$ cat config.mk
export PLATFORM = sky130hd
export DESIGN_NAME = fbpa_ctrl
export DESIGN_NICKNAME = d
export VERILOG_FILES = /design/src/hw/rtl/fbpa_pkg.sv /design/src/hw/rtl/fbpa_ctrl.sv
export SDC_FILE = /design/constraint.sdc
export NUM_CORES = 1
export LEC_CHECK = 0
export ABC_CLOCK_PERIOD_IN_PS = 2800
export BUFFER_PORTS_ARGS = -buffer_cell sky130_fd_sc_hd__buf_2
export CAP_MARGIN = 20
export CORE_AREA = 2 2 39 41
export DETAILED_ROUTE_END_ITERATION = 10
export DIE_AREA = 0 0 41 43
export GPL_TIMING_DRIVEN = 0
export PLACE_DENSITY = 0.42
export RECOVER_POWER = 25
export SLEW_MARGIN = 25
export SYNTH_ARGS = -nofsm -noshare
export SYNTH_HDL_FRONTEND = slang
export SYNTH_SLANG_ARGS = --single-unit
$ cat constraint.sdc
create_clock -name clk -period 2.8 [get_ports clk]
set_input_delay 0.14 -clock clk [delete_from_list [all_inputs] [get_ports clk]]
set_output_delay 0.14 -clock clk [all_outputs]
set_load 0.1 [all_outputs]
$ cat src/hw/rtl/fbpa_pkg.sv
// ----------------------------------------------------------------------------
// Fixed block pool allocator package
// Types, codes and constants shared by the allocator modules.
// ----------------------------------------------------------------------------
package fbpa_pkg;

  localparam int ADDR_W         = 32;
  localparam int CNT_W          = 9;
  localparam int STRIDE_W       = 17;
  localparam int ALIGN_W        = 4;
  localparam int DEF_MAX_BLOCKS = 256;

  localparam logic [STRIDE_W-1:0] MAX_BYTES      = 17'd65536;
  localparam logic [ALIGN_W-1:0]  MAX_ALIGN_LOG2 = 4'd12;

  localparam logic [ADDR_W-1:0]   RST_BASE  = '0;
  localparam logic [STRIDE_W-1:0] RST_BYTES = 17'd64;
  localparam logic [ALIGN_W-1:0]  RST_ALIGN = 4'd4;
  localparam logic [CNT_W-1:0]    RST_COUNT = '0;

  typedef enum logic [1:0] {
    OP_ALLOC  = 2'd0,
    OP_FREE   = 2'd1,
    OP_REFILL = 2'd2,
    OP_NONE   = 2'd3
  } op_e;

  typedef enum logic [1:0] {
    ST_OK       = 2'd0,
    ST_EMPTY    = 2'd1,
    ST_REJECTED = 2'd2,
    ST_FULL     = 2'd3
  } status_e;

  typedef enum logic [1:0] {
    CFG_BASE  = 2'd0,
    CFG_BYTES = 2'd1,
    CFG_ALIGN = 2'd2,
    CFG_COUNT = 2'd3
  } cfg_reg_e;

  typedef enum logic [2:0] {
    S_IDLE,
    S_EXEC,
    S_READ,
    S_FREE,
    S_FILL,
    S_RESULT
  } fsm_state_e;

  typedef struct packed {
    op_e               operation;
    logic [ADDR_W-1:0] address;
  } in_item_t;

  typedef struct packed {
    logic [ADDR_W-1:0] block_address;
    status_e           status;
    logic [CNT_W-1:0]  free_count;
  } out_item_t;

  typedef struct packed {
    logic accept;
    logic pop;
    logic res_empty;
    logic calc_end;
    logic free_chk;
    logic fill_start;
    logic fill_step;
    logic capture;
    logic emit;
  } dp_cmd_t;

  typedef struct packed {
    op_e  op;
    logic stack_empty;
    logic fill_done;
    logic out_free;
  } dp_sts_t;

endpackage

$ cat src/hw/rtl/fbpa_ctrl.sv
// ----------------------------------------------------------------------------
// Fixed block pool allocator controller
// Sequences one operation at a time and issues commands to the datapath.
// ----------------------------------------------------------------------------
module fbpa_ctrl import fbpa_pkg::*; (
  input  logic    clk,
  input  logic    rst_n,
  input  logic    in_valid,
  output logic    in_ready,
  input  dp_sts_t sts,
  output dp_cmd_t cmd
);

  fsm_state_e state_r;
  fsm_state_e state_nxt;

  always_ff @(posedge clk) begin
    if (!rst_n) begin
      state_r <= S_IDLE;
    end else begin
      state_r <= state_nxt;
    end
  end

  always_comb begin
    state_nxt = state_r;
    cmd       = '0;
    in_ready  = 1'b0;
    case (state_r)
      S_IDLE: begin
        in_ready = rst_n;
        if (in_valid && rst_n) begin
          cmd.accept = 1'b1;
          state_nxt  = S_EXEC;
        end
      end
      S_EXEC: begin
        case (sts.op)
          OP_ALLOC: begin
            if (sts.stack_empty) begin
              cmd.res_empty = 1'b1;
              state_nxt     = S_RESULT;
            end else begin
              cmd.pop   = 1'b1;
              state_nxt = S_READ;
            end
          end
          OP_FREE: begin
            cmd.calc_end = 1'b1;
            state_nxt    = S_FREE;
          end
          OP_REFILL: begin
            cmd.fill_start = 1'b1;
            state_nxt      = S_FILL;
          end
          default: begin
            state_nxt = S_RESULT;
          end
        endcase
      end
      S_READ: begin
        cmd.capture = 1'b1;
        state_nxt   = S_RESULT;
      end
      S_FREE: begin
        cmd.free_chk = 1'b1;
        state_nxt    = S_RESULT;
      end
      S_FILL: begin
        if (sts.fill_done) begin
          state_nxt = S_RESULT;
        end else begin
          cmd.fill_step = 1'b1;
        end
      end
      S_RESULT: begin
        if (sts.out_free) begin
          cmd.emit  = 1'b1;
          state_nxt = S_IDLE;
        end
      end
      default: begin
        state_nxt = S_IDLE;
      end
    endcase
  end

endmodule

# [Word level (Yosys, flattened, before mapping)]
# Cells that the tools add are included.
[totals] reg_bits=3 latch_bits=0 ramBits=0 rom_bits=0 inputBits=8 output_inout_bits=10 elab_cells=38 memories=0
[classes] addsub=0 mul=0 n_div=0 n_lt_le_gt_ge=0 n_eq_ne=10 n_shift=0 mux=22 n_bitwise=0 n_reduce_logical=5
[op_table] op="$mux W3" n=5
[op_table] op="$pmux W3 S5" n=1
[op_table] op="$mux W1" n=14
[op_table] op="$pmux W3 S3" n=1
[op_table] op="$eq A3 B2 Y1 const B" n=2
[op_table] op="$eq A3 B3 Y1 const B" n=2
[op_table] op="$ne A2 B2 Y1 const B" n=3
[op_table] op="$eq A3 B1 Y1 const B" n=1
[op_table] op="$logic_not A3 Y1" n=1
[op_table] op="$reduce_and A3 Y1" n=1
[op_table] op="$eq A2 B1 Y1 const B" n=1
[op_table] op="$eq A2 B2 Y1 const B" n=1
[op_table] op="$logic_not A2 Y1" n=1
[op_table] op="$mux W2" n=1
[op_table] op="$reduce_or A2 Y1" n=1
[op_table] op="$logic_and A1 B1 Y1" n=1

# [Longest topological paths before layout]
# Gate-level depths: netlist (run 1).
[depth] word_depth=3 depth_mapped=4

# [Worst setup path before layout (run 1)]
# Ideal clock, no wire load.
[synth_timing] path_type="register to output" start="register state_r[1]" end="output cmd[8] (netlist bit)" t_arrival_ns=4.726 required_ns=2.660 slack_ns=-2.066 stages_incl_launch_ff=4 n_path_buf=1 path_cell_list="dfxtp_1 clkbuf_1 nor4b_1 and2_1"
[synth_rtl] element="start, declared" line="fbpa_ctrl.sv:14" text="fsm_state_e state_r;"
[synth_rtl] element="start signal, assigned" line="fbpa_ctrl.sv:21" text="state_r <= state_nxt;"
[synth_rtl] element="end, declared" line="fbpa_ctrl.sv:11" text="output dp_cmd_t cmd"

==> out/qor.yml, run 1 <==
status: "finished clean"
netlist_instances: 37
synth_cell_types: 21
fin_hold_ws_ns: 0.176
ir_worst_vdd_v: 0.000182
layout-drive-gt1-share: 0.466
largest_reg_flops: 3
fin_skew_ns: 0.00211
cts-root-buf: "clkbuf_4"
yosys.area_share.simple: 0.572
clock-sinks: 3
final_common_cell: "buf_2"
reg2reg_setup_slack_ns: 1.36
period_needed_ns: 2.26
finalNonFillerCells: 74
synth-xor-area-share: 0
reg2reg_depth: 4
drt_iter0_markers: 6
worstHoldPathCells: 3
drc_errors: 0
cp_max_fo: 10
slew-limit-headroom: 0.679
nets: 67
setup_ws_ns: 0.537
max_freq_mhz: 442
cts_hold_buf: 0
core_area_mm2: 0.00138
setup_violations: 0
wl_per_cell_um: 9.51
ant_nets: 0
antennaDiodeCount: 0
die_w_um: 41
synth_fp_nets: 45
drv_slew: 0
place.gp.congestion: 0.734
start_util: 0.201
grt_usage: 0.0882
synth-warning-count: 0
cts_made_buffers: 3
power_switching_mw: 0.109
ctsResizeCount: 0
cp.required_ns: 2.66
comb_power_share: 0.474
top_register: "state_r"
rsz0062_at_grt: "false"
worstPathArrival_ns: 2.12
finalPower_mw: 0.237
hold_viol: 0
cp-start-kind: "flip-flop"
utilization: 0.307
synth_compound_area_frac: 0.108
crit_type: "reg2out"
leakagePower_nw: 0.207
dieArea_mm2: 0.00176
reg_top3: "state_r (3)"
antenna_found_initial: 0
synth-adder-area-share: 0
grt.overflow.total: 0
clk_latency_ns: 0.23
path_clk_slew_ns: 0.04
switching_share: 0.462
timing.setup.tns_ns: 0
pwr-share-seq: 0.208
cts_max_level: 1
via_per_inst: 4.43
ys_ff_latch: 3
routed_wirelength_um: 704
final_cell_mix: "buf_2, nor2_1, clkbuf_1"
io_pins: 18
synthMuxAreaShare: 0.0360
grt_pass1_wl_um: 1040
end_kind: "output pin"
worst_pin_slew_ns: 0.484
syn-cell-area_um2: 278
dp_slack_ns: 1.02
dpl_cell_area_um2: 405
p_clk_frac: 0.318
cts_tree: "built"
hpwl_um: 538
maxCapViolCount: 0
first_global_vias: 256
p_int_mw: 0.128
grt_max_degree: 11
period_share: 0.808
dp_cells: 70
seq_area_frac_synth: 0.216
worstHoldPathType: "in2reg"
firstDrtPassIters: 4
syn_to_final_growth_pct: 52.7
clock_path_buffers: 2
synth_top_family_by_area: "simple AND/OR/NAND/NOR gates"
synth_area_per_cell_um2: 7.51
die_h_um: 43
final_area_um2: 424
post_cts_buffers: 0
power-per-cell-area_mw_per_mm2: 559
numPortBuffers: 17
rows: 14
vias: 328
[logic make-up after synthesis]
logic type      Yosys count
simple gates             25
compound gates            5
flops                     3
buf+inv                   3
mux                       1
[layer usage]
layer  share of wire  vias up  global-route usage
met2            0.39       16               0.119
met3           0.098        0              0.0628
met1            0.51      138               0.112
li1                -      174                   -
met5               0        -                   0
met4               0        0              0.0200
[cells in the mapped netlist]
cell / number / area share
a21oi_1: 3 / 0.054
and2_1: 2 / 0.045
and3_1: 1 / 0.023
and3b_2: 1 / 0.036
and4b_2: 1 / 0.041
buf_6: 1 / 0.041
clkbuf_1: 2 / 0.027
dfxtp_1: 3 / 0.22
mux2i_1: 1 / 0.036
nand2_1: 2 / 0.027
nand2b_1: 3 / 0.068
nand3_1: 2 / 0.036
nor2_1: 5 / 0.068
nor2b_1: 1 / 0.023
nor3_2: 1 / 0.036
nor3b_1: 2 / 0.054
nor4b_1: 2 / 0.063
o211a_1: 1 / 0.036
o21ai_0: 1 / 0.018
or2_1: 1 / 0.023
or3b_1: 1 / 0.032
[critical path, cell delays in order (launching register included)]
cell	delay (ns)
dfxtp_1	0.29
clkbuf_1	0.36
or3b_1	0.44
or2_1	0.25
nor2_1	0.11
buf_2	0.43
[layout make-up]
cell class	instances	area [um^2]
multi-input combinational	31	221
timing repair buffer	17	85.1
sequential	3	60.1
clock buffer	4	26.3
tap	16	20.0
fill	156	960
buffer	3	11.3
[path summary, 6_finish.rpt]
check	from	end
setup reg to reg	state_r[0]	state_r[1]
hold / removal	rst_n	state_r[2]
setup / recovery	state_r[0]	cmd[6]
hold reg to reg	state_r[2]	state_r[0]
[power groups by stage]
stage	Clock, mW	Combinational [mW]	Sequential, mW
final	0.0755	0.112	0.0492
after global routing	0.0835	0.121	0.0497
after CTS	0.0785	0.117	0.0497
after detailed placement	0	0.116	0.0504
after global placement	0	0.117	0.0503
after floorplan	0	0.0952	0.0499
Power figures use the tool's default switching activity.
==> run 2: changes to the inputs <==
Settings changed: ABC_AREA set to 1, ABC_CLOCK_PERIOD_IN_PS 2800 to 1800, PLACE_DENSITY 0.42 to 0.45.
Clock period 2.8 ns to 1.8 ns, I/O delays scaled along.
==> out/qor.yml, run 2 <==
seq_area_frac_synth: 0.206
holdPathEnd: "state_r[0]"
drt_iter0_markers: 7
first_global_vias: 291
finalPower_mw: 0.590
end_kind: "output pin"
clock_path_buffers: 2
synth-warning-count: 0
hpwl_um: 604
reg_top3: "state_r (3)"
numPortBuffers: 17
max_freq_mhz: 603
path_cells: "inv_1 > nand2_1 > nor2_2 > inv_2 > nor4_4 > buf_2"
ys_async_sr_fraction: 0
worstPathArrival_ns: 1.57
final_common_cell: "buf_2"
syn_to_final_growth_pct: 51.5
cp.required_ns: 1.71
wl_per_cell_um: 8.02
synth-adder-area-share: 0
finalNonFillerCells: 87
yosysTopAreaCellShare: 0.206
r2r-start: "state_r[0]"
synthTopCellsByCount: "nand2_1, inv_1, nor2_1"
grt_max_degree: 7
cts_made_buffers: 3
synth-xor-area-share: 0
place.gp.congestion: 0.699
cts-root-buf: "clkbuf_4"
cts_hold_buf: 0
post_cts_buffers: 0
setup_ws_ns: 0.141
rsz0062_at_grt: "false"
top_register: "state_r"
fin_skew_ns: 0.00121
dp_slack_ns: 0.374
antennaDiodeCount: 0
grt_pass1_wl_um: 1030
netlist_instances: 50
ys_ff_latch: 3
worst_pin_slew_ns: 0.491
nFillCells: 156
synth-edff-count: 0
worstHoldPathType: "in2reg"
core_area_mm2: 0.00138
yosys.area_share.simple: 0.605
leakagePower_nw: 0.252
dieArea_mm2: 0.00176
clk_latency_ns: 0.23
ir_worst_vdd_v: 0.000373
reg2reg_depth: 5
nets: 80
firstDrtPassIters: 3
antenna_found_initial: 0
synth_fp_nets: 58
drc_errors: 0
largest_reg_flops: 3
routed_wirelength_um: 698
cpMaxStageDelayCell: "buf_2"
io_pins: 18
dpl_cell_area_um2: 418
min_from: "rst_n"
ctsResizeCount: 0
period_needed_ns: 1.66
power-per-cell-area_mw_per_mm2: 1340
cp-start-kind: "flip-flop"
reg2reg_to: "state_r[2]"
cp_max_fo: 4
start_util: 0.211
path_clk_slew_ns: 0.04
setup_violations: 0
final_cell_mix: "buf_2, nand2_1, inv_1, nor2_1, nor2_2"
die_h_um: 43
synth_cell_types: 14
final_area_um2: 442
dp_cells: 83
maxCapViolCount: 0
drv_slew: 0
ant_nets: 0
synth_area_per_cell_um2: 5.83
crit_type: "reg2out"
worstHoldPathCells: 3
status: "finished clean"
vias: 365
hold_viol: 0
rows: 14
synthMuxAreaShare: 0
cts_tree: "built"
synth_top_family_by_area: "simple AND/OR/NAND/NOR gates"
cts_max_level: 1
reg2reg_setup_slack_ns: 0.82
slew-limit-headroom: 0.675
cp_slowest_stage_delay_ns: 0.46
yosysTopAreaCell: "dfxtp_1"
yosysMostFrequentCell: "nand2_1"
die_w_um: 41
synth_compound_area_frac: 0.0472
layout-drive-gt1-share: 0.507
synthTopCellsByArea: "dfxtp_1, nand2_1, nor3_2, inv_1, nor2_1"
grt_usage: 0.0863
syn-cell-area_um2: 292
clock-sinks: 3
period_share: 0.922
grt.overflow.total: 0
synthFlopType: "dfxtp_1"
via_per_inst: 4.20
## run 2: report_power, final
part | switching, mW | internal (mW) | total [mW] | leakage (nW)
logic | 0.298 | 0.0733 | 0.371 | 0.213
registers | 0.0209 | 0.0828 | 0.104 | 0.0247
clock network | 0.0325 | 0.0829 | 0.115 | 0.0150
## run 2: critical path, delay by kind of cell (launching register included)
kind / cells / cell delay [ns]
buffers and inverters: 3 / 0.66
DFF: 1 / 0.33
and+or+nand+nor: 3 / 0.35
## run 2: cells by family after synthesis
family / after synthesis
buffers and inverters: 11
flip-flops: 3
AO/OA/AOI/OAI: 2
AND/OR/NAND/NOR: 34
## run 2: worst max-delay path by stage
stage | from | endpoint | slack, ns
after detailed placement | state_r[1] | cmd[7] | 0.37
after CTS | state_r[0] | cmd[7] | 0.12
after global routing | state_r[1] | cmd[7] | 0.06
final | state_r[1] | cmd[7] | 0.14
after floorplan | state_r[1] | cmd[3] | -0.14
after global placement | state_r[1] | cmd[7] | 0.36
## run 2: cell type report
type	instances	area [um^2]	area share
multi-input cells	36	209	0.473
repair buffers	17	85.1	0.193
well taps	16	20.0	0.0453
inverters	11	41.3	0.0935
clock buffers	4	26.3	0.0595
flip-flops and latches	3	60.1	0.136
## run 2: per-layer routing
metal	wire, um	part of all wire	vias up	GRT usage
met5	0	0	-	0
met4	0	0	0	0.0600
met3	31	0.044	0	0.0314
met2	354	0.51	5	0.116
met1	311	0.45	159	0.109
li1	-	-	201	-
## run 2: through the flow
step | util | hold WS, ns | setup TNS, ns
2_1_floorplan | - | 0.188 | -0.465
3_3_place_gp | 0.302 | 0.338 | 0
3_5_place_dp | 0.302 | 0.330 | 0
4_1_cts | 0.321 | 0.0886 | 0
5_1_grt | 0.319 | 0.131 | 0
6_report | 0.319 | 0.0953 | 0
